`src/rtl/trk_pkg.sv`:
```
// shared types and constants for the session and opening range tracker
// no dependencies; imported by the controller, the datapath and the top level
`timescale 1ns / 1ps

package trk_pkg;

	// configuration register indexes
	localparam int unsigned CFG_INDEX_BITS = 8;
	localparam int unsigned CFG_DATA_BITS  = 16;
	localparam logic [CFG_INDEX_BITS-1:0] REG_STALE_MODE  = 8'd0;
	localparam logic [CFG_INDEX_BITS-1:0] REG_SPREAD_MAX  = 8'd1;
	localparam logic [CFG_INDEX_BITS-1:0] REG_DEPTH_MIN   = 8'd2;
	localparam logic [CFG_INDEX_BITS-1:0] REG_IB_MINUTES  = 8'd3;

	// stale book handling codes
	localparam logic [1:0] STALE_SUPPRESS = 2'd0;
	localparam logic [1:0] STALE_ZERO     = 2'd1;
	localparam logic [1:0] STALE_CONTINUE = 2'd2;

	// field widths fixed by the interface
	localparam int unsigned DAY_BITS   = 16;
	localparam int unsigned TIME_BITS  = 32;
	localparam int unsigned DEPTH_BITS = 8;
	localparam int unsigned POS_BITS   = 17;
	localparam int unsigned IBM_BITS   = 11;

	// close position divider: one quotient bit per step
	localparam int unsigned DIV_STEPS    = POS_BITS;
	localparam int unsigned DIV_CNT_BITS = 5;
	localparam logic [POS_BITS-1:0] POS_HALF = 17'd32768;

	typedef enum logic [2:0] {
		ST_IDLE,
		ST_UPDATE,
		ST_SETUP,
		ST_DIV,
		ST_FINISH
	} trk_state_t;

	typedef struct packed {
		logic load;       // latch the accepted input transaction
		logic update;     // fold the bar into session and window state
		logic setup;      // load divider operands
		logic div_first;  // first divider step, no remainder shift
		logic div_step;   // one quotient bit
		logic out_load;   // move the result into the output register
	} trk_cmd_t;

	typedef struct packed {
		logic suppress;   // gate drops the result
		logic zero;       // gate asks for an all-zero result
		logic flat;       // session range is empty
		logic out_full;   // output register holds an untaken result
	} trk_sts_t;

endpackage

```
`src/rtl/trk_ctrl.sv`:
```
// controller state machine for the session and opening range tracker
// depends on trk_pkg for the state, command and status types
`timescale 1ns / 1ps

module trk_ctrl import trk_pkg::*; (
	input  logic     clk,
	input  logic     arst_n,
	input  logic     in_valid,
	output logic     in_ready,
	input  trk_sts_t sts,
	output trk_cmd_t cmd
);

	trk_state_t              state_q, state_d;
	logic [DIV_CNT_BITS-1:0] cnt_q, cnt_d;

	always_ff @(posedge clk or negedge arst_n) begin
		if (!arst_n) begin
			state_q <= ST_IDLE;
			cnt_q   <= '0;
		end else begin
			state_q <= state_d;
			cnt_q   <= cnt_d;
		end
	end

	always_comb begin
		state_d  = state_q;
		cnt_d    = cnt_q;
		cmd      = '0;
		in_ready = 1'b0;
		unique case (state_q)
			ST_IDLE: begin
				in_ready = 1'b1;
				if (in_valid) begin
					cmd.load = 1'b1;
					state_d  = ST_UPDATE;
				end
			end
			ST_UPDATE: begin
				cmd.update = 1'b1;
				state_d    = ST_SETUP;
			end
			ST_SETUP: begin
				if (sts.suppress) begin
					state_d = ST_IDLE;
				end else begin
					cmd.setup = 1'b1;
					cnt_d     = '0;
					if (sts.zero || sts.flat) begin
						state_d = ST_FINISH;
					end else begin
						state_d = ST_DIV;
					end
				end
			end
			ST_DIV: begin
				cmd.div_step  = 1'b1;
				cmd.div_first = (cnt_q == '0);
				cnt_d         = cnt_q + 1'b1;
				if (cnt_q == DIV_CNT_BITS'(DIV_STEPS - 1)) begin
					state_d = ST_FINISH;
				end
			end
			ST_FINISH: begin
				if (!sts.out_full) begin
					cmd.out_load = 1'b1;
					state_d      = ST_IDLE;
				end
			end
			default: begin
				state_d = ST_IDLE;
			end
		endcase
	end

endmodule

```
`src/rtl/trk_datapath.sv`:
```
// datapath: configuration, session and window state, gate, divider, output register
// depends on trk_pkg for command and status types and constants
`timescale 1ns / 1ps

module trk_datapath import trk_pkg::*; #(
	parameter int unsigned PRICE_BITS = 32
) (
	input  logic                      clk,
	input  logic                      arst_n,
	input  logic                      cfg_valid,
	input  logic [CFG_INDEX_BITS-1:0] cfg_index,
	input  logic [CFG_DATA_BITS-1:0]  cfg_data,
	input  trk_cmd_t                  cmd,
	output trk_sts_t                  sts,
	input  logic [DAY_BITS-1:0]       trading_day,
	input  logic [TIME_BITS-1:0]      bar_time,
	input  logic [PRICE_BITS-1:0]     bar_high,
	input  logic [PRICE_BITS-1:0]     bar_low,
	input  logic [PRICE_BITS-1:0]     bar_close,
	input  logic [PRICE_BITS-1:0]     best_bid,
	input  logic [PRICE_BITS-1:0]     best_ask,
	input  logic [DEPTH_BITS-1:0]     depth_levels,
	input  logic                      book_stale,
	input  logic                      out_ready,
	output logic                      out_valid,
	output logic [PRICE_BITS-1:0]     open_high,
	output logic [PRICE_BITS-1:0]     open_low,
	output logic [PRICE_BITS-1:0]     open_range,
	output logic [PRICE_BITS-1:0]     day_high,
	output logic [PRICE_BITS-1:0]     day_low,
	output logic [PRICE_BITS-1:0]     day_range,
	output logic [POS_BITS-1:0]       close_position
);

	localparam int unsigned WEND_BITS = TIME_BITS + 1;

	// configuration
	logic [1:0]            stale_mode_q;
	logic [15:0]           spread_max_q;
	logic [DEPTH_BITS-1:0] depth_min_q;
	logic [IBM_BITS-1:0]   ib_minutes_q;

	always_ff @(posedge clk or negedge arst_n) begin
		if (!arst_n) begin
			stale_mode_q <= STALE_SUPPRESS;
			spread_max_q <= 16'd2;
			depth_min_q  <= 8'd10;
			ib_minutes_q <= 11'd60;
		end else if (cfg_valid) begin
			unique case (cfg_index)
				REG_STALE_MODE: stale_mode_q <= cfg_data[1:0];
				REG_SPREAD_MAX: spread_max_q <= cfg_data;
				REG_DEPTH_MIN:  depth_min_q  <= cfg_data[DEPTH_BITS-1:0];
				REG_IB_MINUTES: ib_minutes_q <= cfg_data[IBM_BITS-1:0];
				default: ;
			endcase
		end
	end

	// latched input transaction
	logic [DAY_BITS-1:0]   day_q;
	logic [TIME_BITS-1:0]  time_q;
	logic [PRICE_BITS-1:0] hi_q, lo_q, cl_q, bid_q, ask_q;
	logic [DEPTH_BITS-1:0] depth_q;
	logic                  stale_q;

	always_ff @(posedge clk) begin
		if (cmd.load) begin
			day_q   <= trading_day;
			time_q  <= bar_time;
			hi_q    <= bar_high;
			lo_q    <= bar_low;
			cl_q    <= bar_close;
			bid_q   <= best_bid;
			ask_q   <= best_ask;
			depth_q <= depth_levels;
			stale_q <= book_stale;
		end
	end

	// session and opening window state
	logic                  started_q;
	logic [DAY_BITS-1:0]   cur_day_q;
	logic [TIME_BITS-1:0]  start_q;
	logic [PRICE_BITS-1:0] wh_q, wl_q, sh_q, sl_q;

	logic                  restart;
	logic [TIME_BITS-1:0]  start_eff;
	logic [PRICE_BITS-1:0] wh_b, wl_b, sh_b, sl_b;
	logic [IBM_BITS-1:0]   ibm;
	logic [WEND_BITS-1:0]  win_end;
	logic                  in_win;

	always_comb begin
		restart   = !started_q || (day_q != cur_day_q);
		start_eff = restart ? time_q : start_q;
		wh_b      = restart ? '0 : wh_q;
		wl_b      = restart ? '1 : wl_q;
		sh_b      = restart ? '0 : sh_q;
		sl_b      = restart ? '1 : sl_q;
		ibm       = (ib_minutes_q == '0) ? IBM_BITS'(1) : ib_minutes_q;
		// seconds in the window: minutes times sixty as (m << 6) - (m << 2)
		win_end   = {1'b0, start_eff}
		          + ((WEND_BITS'(ibm) << 6) - (WEND_BITS'(ibm) << 2));
		in_win    = {1'b0, time_q} <= win_end;
	end

	always_ff @(posedge clk or negedge arst_n) begin
		if (!arst_n) begin
			started_q <= 1'b0;
			cur_day_q <= '0;
			start_q   <= '0;
			wh_q      <= '0;
			wl_q      <= '1;
			sh_q      <= '0;
			sl_q      <= '1;
		end else if (cmd.update) begin
			started_q <= 1'b1;
			cur_day_q <= day_q;
			start_q   <= start_eff;
			wh_q      <= (in_win && hi_q > wh_b) ? hi_q : wh_b;
			wl_q      <= (in_win && lo_q < wl_b) ? lo_q : wl_b;
			sh_q      <= (hi_q > sh_b) ? hi_q : sh_b;
			sl_q      <= (lo_q < sl_b) ? lo_q : sl_b;
		end
	end

	// quote and book gate
	logic                  quotes, depth_low, stale_drop, stale_zero, spread_wide;
	logic                  drop_res, zero_res;
	logic [DEPTH_BITS-1:0] dmin;
	logic [PRICE_BITS-1:0] spread;

	always_comb begin
		quotes      = (bid_q != '0) && (ask_q != '0);
		dmin        = (depth_min_q == '0) ? DEPTH_BITS'(1) : depth_min_q;
		depth_low   = depth_q < dmin;
		stale_drop  = stale_q && (stale_mode_q == STALE_SUPPRESS);
		stale_zero  = stale_q && (stale_mode_q == STALE_ZERO);
		spread      = ask_q - bid_q;
		spread_wide = (ask_q > bid_q) && (spread > PRICE_BITS'(spread_max_q));
		zero_res    = quotes && !depth_low && stale_zero;
		drop_res    = quotes && (depth_low || stale_drop || (!stale_zero && spread_wide));
	end

	// close position divider, restoring, one quotient bit per step
	logic [PRICE_BITS-1:0] clamp, num, den;
	logic [PRICE_BITS-1:0] rem_q, den_q;
	logic [POS_BITS-1:0]   quo_q;
	logic [PRICE_BITS:0]   rem_sh, rem_sub;
	logic                  ge;
	logic                  range_flat;

	always_comb begin
		range_flat = !(sh_q > sl_q);
		if (cl_q < sl_q) begin
			clamp = sl_q;
		end else if (cl_q > sh_q) begin
			clamp = sh_q;
		end else begin
			clamp = cl_q;
		end
		num     = clamp - sl_q;
		den     = sh_q - sl_q;
		rem_sh  = cmd.div_first ? {1'b0, rem_q} : {rem_q, 1'b0};
		rem_sub = rem_sh - {1'b0, den_q};
		ge      = rem_sh >= {1'b0, den_q};
	end

	always_ff @(posedge clk) begin
		if (cmd.setup) begin
			rem_q <= num;
			den_q <= den;
			quo_q <= range_flat ? POS_HALF : '0;
		end else if (cmd.div_step) begin
			rem_q <= ge ? rem_sub[PRICE_BITS-1:0] : rem_sh[PRICE_BITS-1:0];
			quo_q <= {quo_q[POS_BITS-2:0], ge};
		end
	end

	// output register
	logic out_valid_q;

	always_ff @(posedge clk or negedge arst_n) begin
		if (!arst_n) begin
			out_valid_q <= 1'b0;
		end else if (cmd.out_load) begin
			out_valid_q <= 1'b1;
		end else if (out_ready) begin
			out_valid_q <= 1'b0;
		end
	end

	always_ff @(posedge clk) begin
		if (cmd.out_load) begin
			if (zero_res) begin
				open_high      <= '0;
				open_low       <= '0;
				open_range     <= '0;
				day_high       <= '0;
				day_low        <= '0;
				day_range      <= '0;
				close_position <= '0;
			end else begin
				open_high      <= wh_q;
				open_low       <= wl_q;
				open_range     <= (wh_q > wl_q) ? wh_q - wl_q : '0;
				day_high       <= sh_q;
				day_low        <= sl_q;
				day_range      <= range_flat ? '0 : den;
				close_position <= quo_q;
			end
		end
	end

	assign out_valid = out_valid_q;
	assign sts       = '{suppress: drop_res, zero: zero_res, flat: range_flat,
	                     out_full: out_valid_q && !out_ready};

endmodule

```
`src/rtl/session_and_opening_range_tracker.sv`:
```
// top level of the session and opening range tracker: stream ports, packing
// depends on trk_pkg, trk_ctrl and trk_datapath
`timescale 1ns / 1ps

// Tracks the session high and low, restarted on every change of trading day,
// and the opening-window high and low over bars that start no later than
// ib_minutes after the first bar of the session. Every accepted bar updates
// the state; a result follows only when the quote and book gate lets it
// through (the gate applies only when both quotes are nonzero: depth check,
// then frozen-book handling per stale_mode, then the spread limit). Each
// transaction runs through the controller states in order: fold in the bar,
// set up the gate and divider operands, run the restoring divider that
// yields one quotient bit of the Q1.16 close position per cycle, then load
// the output register once it is free; the next transaction is taken only
// after the controller is back in idle, so bars are not overlapped. A flat
// range or an all-zero result skips the divider, and a suppressed item
// frees the input straight after the gate.
// A finished result sits in an output register, so the next transaction is
// taken while it waits; it then waits itself only if that register is full.
// Configuration writes are always taken and should happen while idle.
module session_and_opening_range_tracker import trk_pkg::*; #(
	parameter int unsigned PRICE_BITS = 32
) (
	input  logic                      clk,
	input  logic                      arst_n,
	// configuration write channel
	input  logic                      cfg_valid,
	output logic                      cfg_ready,
	input  logic [CFG_INDEX_BITS-1:0] cfg_index,
	input  logic [CFG_DATA_BITS-1:0]  cfg_data,
	// input bars
	input  logic                      s_tvalid,
	output logic                      s_tready,
	// trading_day, bar_time, bar_high, bar_low, bar_close, best_bid, best_ask,
	// depth_levels, zero padding
	input  logic [((DAY_BITS + TIME_BITS + 5 * PRICE_BITS + DEPTH_BITS + 7) / 8) * 8 - 1:0]
	                                  s_tdata,
	// book_stale
	input  logic                      s_tuser,
	// results
	output logic                      m_tvalid,
	input  logic                      m_tready,
	// open_high, open_low, open_range, day_high, day_low, day_range,
	// close_position, zero padding
	output logic [((6 * PRICE_BITS + POS_BITS + 7) / 8) * 8 - 1:0]
	                                  m_tdata
);

	localparam int unsigned OUT_BITS  = 6 * PRICE_BITS + POS_BITS;
	localparam int unsigned OUT_TDATA = ((OUT_BITS + 7) / 8) * 8;

	// input field offsets in s_tdata
	localparam int unsigned O_TIME  = DAY_BITS;
	localparam int unsigned O_HIGH  = O_TIME + TIME_BITS;
	localparam int unsigned O_LOW   = O_HIGH + PRICE_BITS;
	localparam int unsigned O_CLOSE = O_LOW + PRICE_BITS;
	localparam int unsigned O_BID   = O_CLOSE + PRICE_BITS;
	localparam int unsigned O_ASK   = O_BID + PRICE_BITS;
	localparam int unsigned O_DEPTH = O_ASK + PRICE_BITS;

	trk_cmd_t cmd;
	trk_sts_t sts;

	logic [PRICE_BITS-1:0] open_high, open_low, open_range;
	logic [PRICE_BITS-1:0] day_high, day_low, day_range;
	logic [POS_BITS-1:0]   close_position;

	// registers are plain flops, every write transaction lands at once
	assign cfg_ready = 1'b1;

	// sequencing of one transaction: accept, fold in, gate, divide, hand off
	trk_ctrl u_ctrl (
		.clk      (clk),
		.arst_n   (arst_n),
		.in_valid (s_tvalid),
		.in_ready (s_tready),
		.sts      (sts),
		.cmd      (cmd)
	);

	trk_datapath #(
		.PRICE_BITS (PRICE_BITS)
	) u_datapath (
		.clk            (clk),
		.arst_n         (arst_n),
		.cfg_valid      (cfg_valid),
		.cfg_index      (cfg_index),
		.cfg_data       (cfg_data),
		.cmd            (cmd),
		.sts            (sts),
		.trading_day    (s_tdata[DAY_BITS-1:0]),
		.bar_time       (s_tdata[O_TIME +: TIME_BITS]),
		.bar_high       (s_tdata[O_HIGH +: PRICE_BITS]),
		.bar_low        (s_tdata[O_LOW +: PRICE_BITS]),
		.bar_close      (s_tdata[O_CLOSE +: PRICE_BITS]),
		.best_bid       (s_tdata[O_BID +: PRICE_BITS]),
		.best_ask       (s_tdata[O_ASK +: PRICE_BITS]),
		.depth_levels   (s_tdata[O_DEPTH +: DEPTH_BITS]),
		.book_stale     (s_tuser),
		.out_ready      (m_tready),
		.out_valid      (m_tvalid),
		.open_high      (open_high),
		.open_low       (open_low),
		.open_range     (open_range),
		.day_high       (day_high),
		.day_low        (day_low),
		.day_range      (day_range),
		.close_position (close_position)
	);

	// result fields packed from the lowest bit up, zero filled to whole bytes
	assign m_tdata = OUT_TDATA'({close_position, day_range, day_low, day_high,
	                             open_range, open_low, open_high});

endmodule
```
`config.mk`:
```
export PLATFORM = sky130hd
export DESIGN_NAME = session_and_opening_range_tracker
export DESIGN_NICKNAME = d
export VERILOG_FILES = /design/src/rtl/trk_pkg.sv /design/src/rtl/trk_ctrl.sv /design/src/rtl/trk_datapath.sv /design/src/rtl/session_and_opening_range_tracker.sv
export SDC_FILE = /design/constraint.sdc
export NUM_CORES = 2
export LEC_CHECK = 0
export BUFFER_PORTS_ARGS = -buffer_cell sky130_fd_sc_hd__buf_2
export CAP_MARGIN = 25
export CORE_MARGIN = 2
export CORE_UTILIZATION = 50
export CTS_CLUSTER_SIZE = 16
export DETAILED_ROUTE_END_ITERATION = 10
export PLACE_DENSITY = 0.77
export SKIP_CTS_REPAIR_TIMING = 1
export SLEW_MARGIN = 5
export SYNTH_ARGS = -nofsm -noshare
export SYNTH_HDL_FRONTEND = slang
export SYNTH_SLANG_ARGS = --single-unit
```
`constraint.sdc`:
```
create_clock -name clk -period 8.57 [get_ports clk]
set_input_delay 1.714 -clock clk [delete_from_list [all_inputs] [get_ports clk]]
set_output_delay 1.714 -clock clk [all_outputs]
set_load 0.1 [all_outputs]
```
==> results by group <==
Run status
  • Outcome: completed

Critical path
  • Crit path DAT: 8830 ps
  • CP peak stage delay: 550 ps
  • WP data required: between 9000 and 10000 ps
  • Most Frequent Cell on Critical Path: or4_4
  • CP startpoint kind: flop
  • Slowest-stage cell, CP: or4_4
  • Critical Path Fanout Max: 6
  • Critical Path End Type: flop
  • Kind of critical path: flop to flop

Worst hold path
  • Worst hold path type: flop to flop

Synthesis
  • EDFF count, synth: a little over 500
  • Asr flop ratio synth: 30.5%
  • Post-Syn Instances: 4252
  • Mean Syn Cell Area: 10.3 sq um
  • Yosys top cell area share: 34.7%
  • Yosys cell types: 89
  • Ys flop type: edfxtp_1
  • Seq/Total Area, Yosys: 47.6%
  • Syn. warnings: 0
  • Syn Std Cell Area: 43900 sq um
  • Synth Register Bits: 730
  • Yosys top cell by area: edfxtp_1
  • Most area-consuming cells after synthesis: edfxtp_1, ha_1, dfrtp_1

Final layout
  • Number of fillers in the final layout: roughly 7.3k
  • Layout net count: around 5.4k
  • Core Util, Final: between 50% and 60%
  • Commonest non-fill, non-tap cell in the layout: nand2_1
  • Layout cells sized above 1: 18.2%
  • Most frequent cells in the layout: nand2_1, edfxtp_1, buf_2, ha_1, nor2_1
  • Seq. cell area: between 20000 and 25000 sq um
  • Area of the multi-input gates: 21600 sq um
  • Synth-to-Final Area Change: 15.4%

Route
  • Via count: 34.9k
  • Final ANT Viol Nets: 0
  • Drc violations: 0
  • DRT Wirelength: 130 mm
  • Via/cell ratio: roughly 5.9
  • Per-cell routed wire length: between 20 and 25 um
  • Drt initial violations: around 3.1k
  • DR pass1 iterations: 7

Power and ir drop
  • PwrDens: 397 nW/um^2
  • Clk network pwr share: 18.0%
  • Register share of total power: 29.6%
  • Power share of the combinational group: a little over half
  • Switching power: around 0.0088 W
  • Internal power: 0.0113 W
  • VDD IR max: 296 uV
  • Leak pwr: 22.2 nW
  • Switching part of the total: 43.9%

STA
  • Tcrit/Tclk final: 96.3%
  • Fin Setup TNS: 0 ps
  • Fmax: 121 MHz
  • Final Hold Vio Count: 0
  • Least-Margin Pin Slew: 999 ps
  • Setup repair after global routing missed its margin: true
  • Worst setup margin: 315 ps
  • Final setup violation count: 0
  • Min Clock Period, post-route: 8260 ps
  • Clk_skew: 47.3 ps
  • Fin. max-slew vios: 0
  • Relative slew slack: roughly a third

Placement
  • Dpl ws: -53.3 ps
  • Port bufs: 456
  • GP Congestion: between 0.9 and 1
  • Hpwl dp: between 90 and 100 mm

Global routing
  • Number of global-route vias before repair: around 33k
  • Largest net degree at the start of global routing: 131
  • Total gr overflow: 0
  • First-pass GRT wire length: 196 mm
  • Antenna violations before repair: 8
  • GRT Total Usage: 28.3%

Floorplan
  • Full die area: 90100 sq um
  • IO Pins: 465
  • Die Height: 300 um
  • Die X: 300 um
  • Starting Density: 50.5%
  • Floorplan core area: 86900 sq um
  • # rows: 108

Clock tree
  • CTS Sinks: 730
  • Deepest clock path buffer count: 3
  • CTS tree: yes
  • Worst skew pair latency: 690 ps
  • CTS clk-pin slew, worst paths: 60 ps
  • CTS buffer count: 81
  • Root Driver: clkbuf_16
  • H-Tree Depth: 3

Flow run
  • Max-cap violations: 0
==> power groups by stage <==
| stage | logic [W] | registers [W] | clock network (W) |
|---|---|---|---|
| final | 0.0105 | 0.00595 | 0.00362 |
| after global routing | 0.0116 | 0.00601 | 0.00382 |
| after CTS | 0.0103 | 0.00591 | 0.00368 |
| after detailed placement | 0.0102 | 0.00597 | 0 |
| after global placement | 0.0100 | 0.00596 | 0 |
| after floorplan | 0.00729 | 0.00604 | 0 |
==> path summary, 6_finish.rpt <==
check / to / startpoint / depth (start not counted) / slack [ps]
max: u_datapath.wl_q[31]$_DFFE_PN1N_ / u_datapath.ib_minutes_q[7]$_DFFE_PN0P_ / 38 / 310
min: u_datapath.started_q$_DFFE_PN0N_ / u_datapath.started_q$_DFFE_PN0N_ / 1 / 470
max reg2reg: u_datapath.wl_q[31]$_DFFE_PN1N_ / u_datapath.ib_minutes_q[7]$_DFFE_PN0P_ / 38 / 310
min reg2reg: u_datapath.started_q$_DFFE_PN0N_ / u_datapath.started_q$_DFFE_PN0N_ / 1 / 470
max in group asynchronous: u_datapath.wh_q[23]$_DFFE_PN0N_ / arst_n / 2 / 6100
min in group asynchronous: u_datapath.start_q[1]$_DFFE_PN0N_ / arst_n / 1 / 1090
==> layer usage <==
metal / up-vias / GRT usage (%) / share of wire [%]
met2: 1381 / 44.5 / 46
met5: - / 0 / 0.032
met1: 16900 / 37.9 / 42
met4: 8 / 10.4 / 3.7
met3: 267 / 7.10 / 8.7
li1: 16300 / - / -
==> per-stage QoR <==
stage / instances / cell area (sq um) / hold WS [ps] / power (W)
finish: 5927 / 50600 / 472 / 0.0201
global route: 5924 / 50600 / 509 / 0.0215
CTS: 5911 / 50300 / 480 / 0.0199
detailed placement: 5761 / 47500 / 467 / 0.0162
global placement: 5760 / 47500 / 450 / 0.0160
floorplan: 4258 / 43900 / 435 / 0.0133
==> cells in the mapped netlist, types with 57 or more instances <==
cell / n
nand4_1: 81
xor2_1: 57
a21o_1: 153
nor2_1: 374
a22o_1: 64
dfstp_2: 71
o21ai_0: 224
edfxtp_1: 507
inv_1: 271
xnor2_1: 119
a21oi_1: 235
ha_1: 431
dfrtp_1: 152
clkbuf_1: 132
nand2_1: 510
nor2b_1: 79
nor3_1: 63
==> critical path: cells and delay by family (launching register included) <==
kind	cells	cell delay, ps
flip-flops	1	390
multiplexers	1	330
adder cells (fa/ha/maj)	3	820
AO/OA/AOI/OAI	14	2390
buffers and inverters	4	570
AND/OR/NAND/NOR	14	3340
XOR/XNOR	2	300
==> cell type report <==
class                      count  area share [%]
timing repair buffer         514            5.74
tap                         1155            2.86
clock buffer                  93            4.13
clock inverter                57            1.35
multi-input combinational   3103            42.6
antenna                        4          0.0198
sequential                   730            41.3
inverter                     271            2.01
==> kinds of logic after synthesis <==
logic type,synth area share [%]
AOI/OAI and AO/OA,14.7
buffers and inverters,3.79
other,0.0171
DFF,47.6
muxes,3.31
and+or+nand+nor,14.5
xor gates and xnor gates,3.51
adders and majority gates,12.6
No activity file was read; power rests on OpenSTA's default activity.
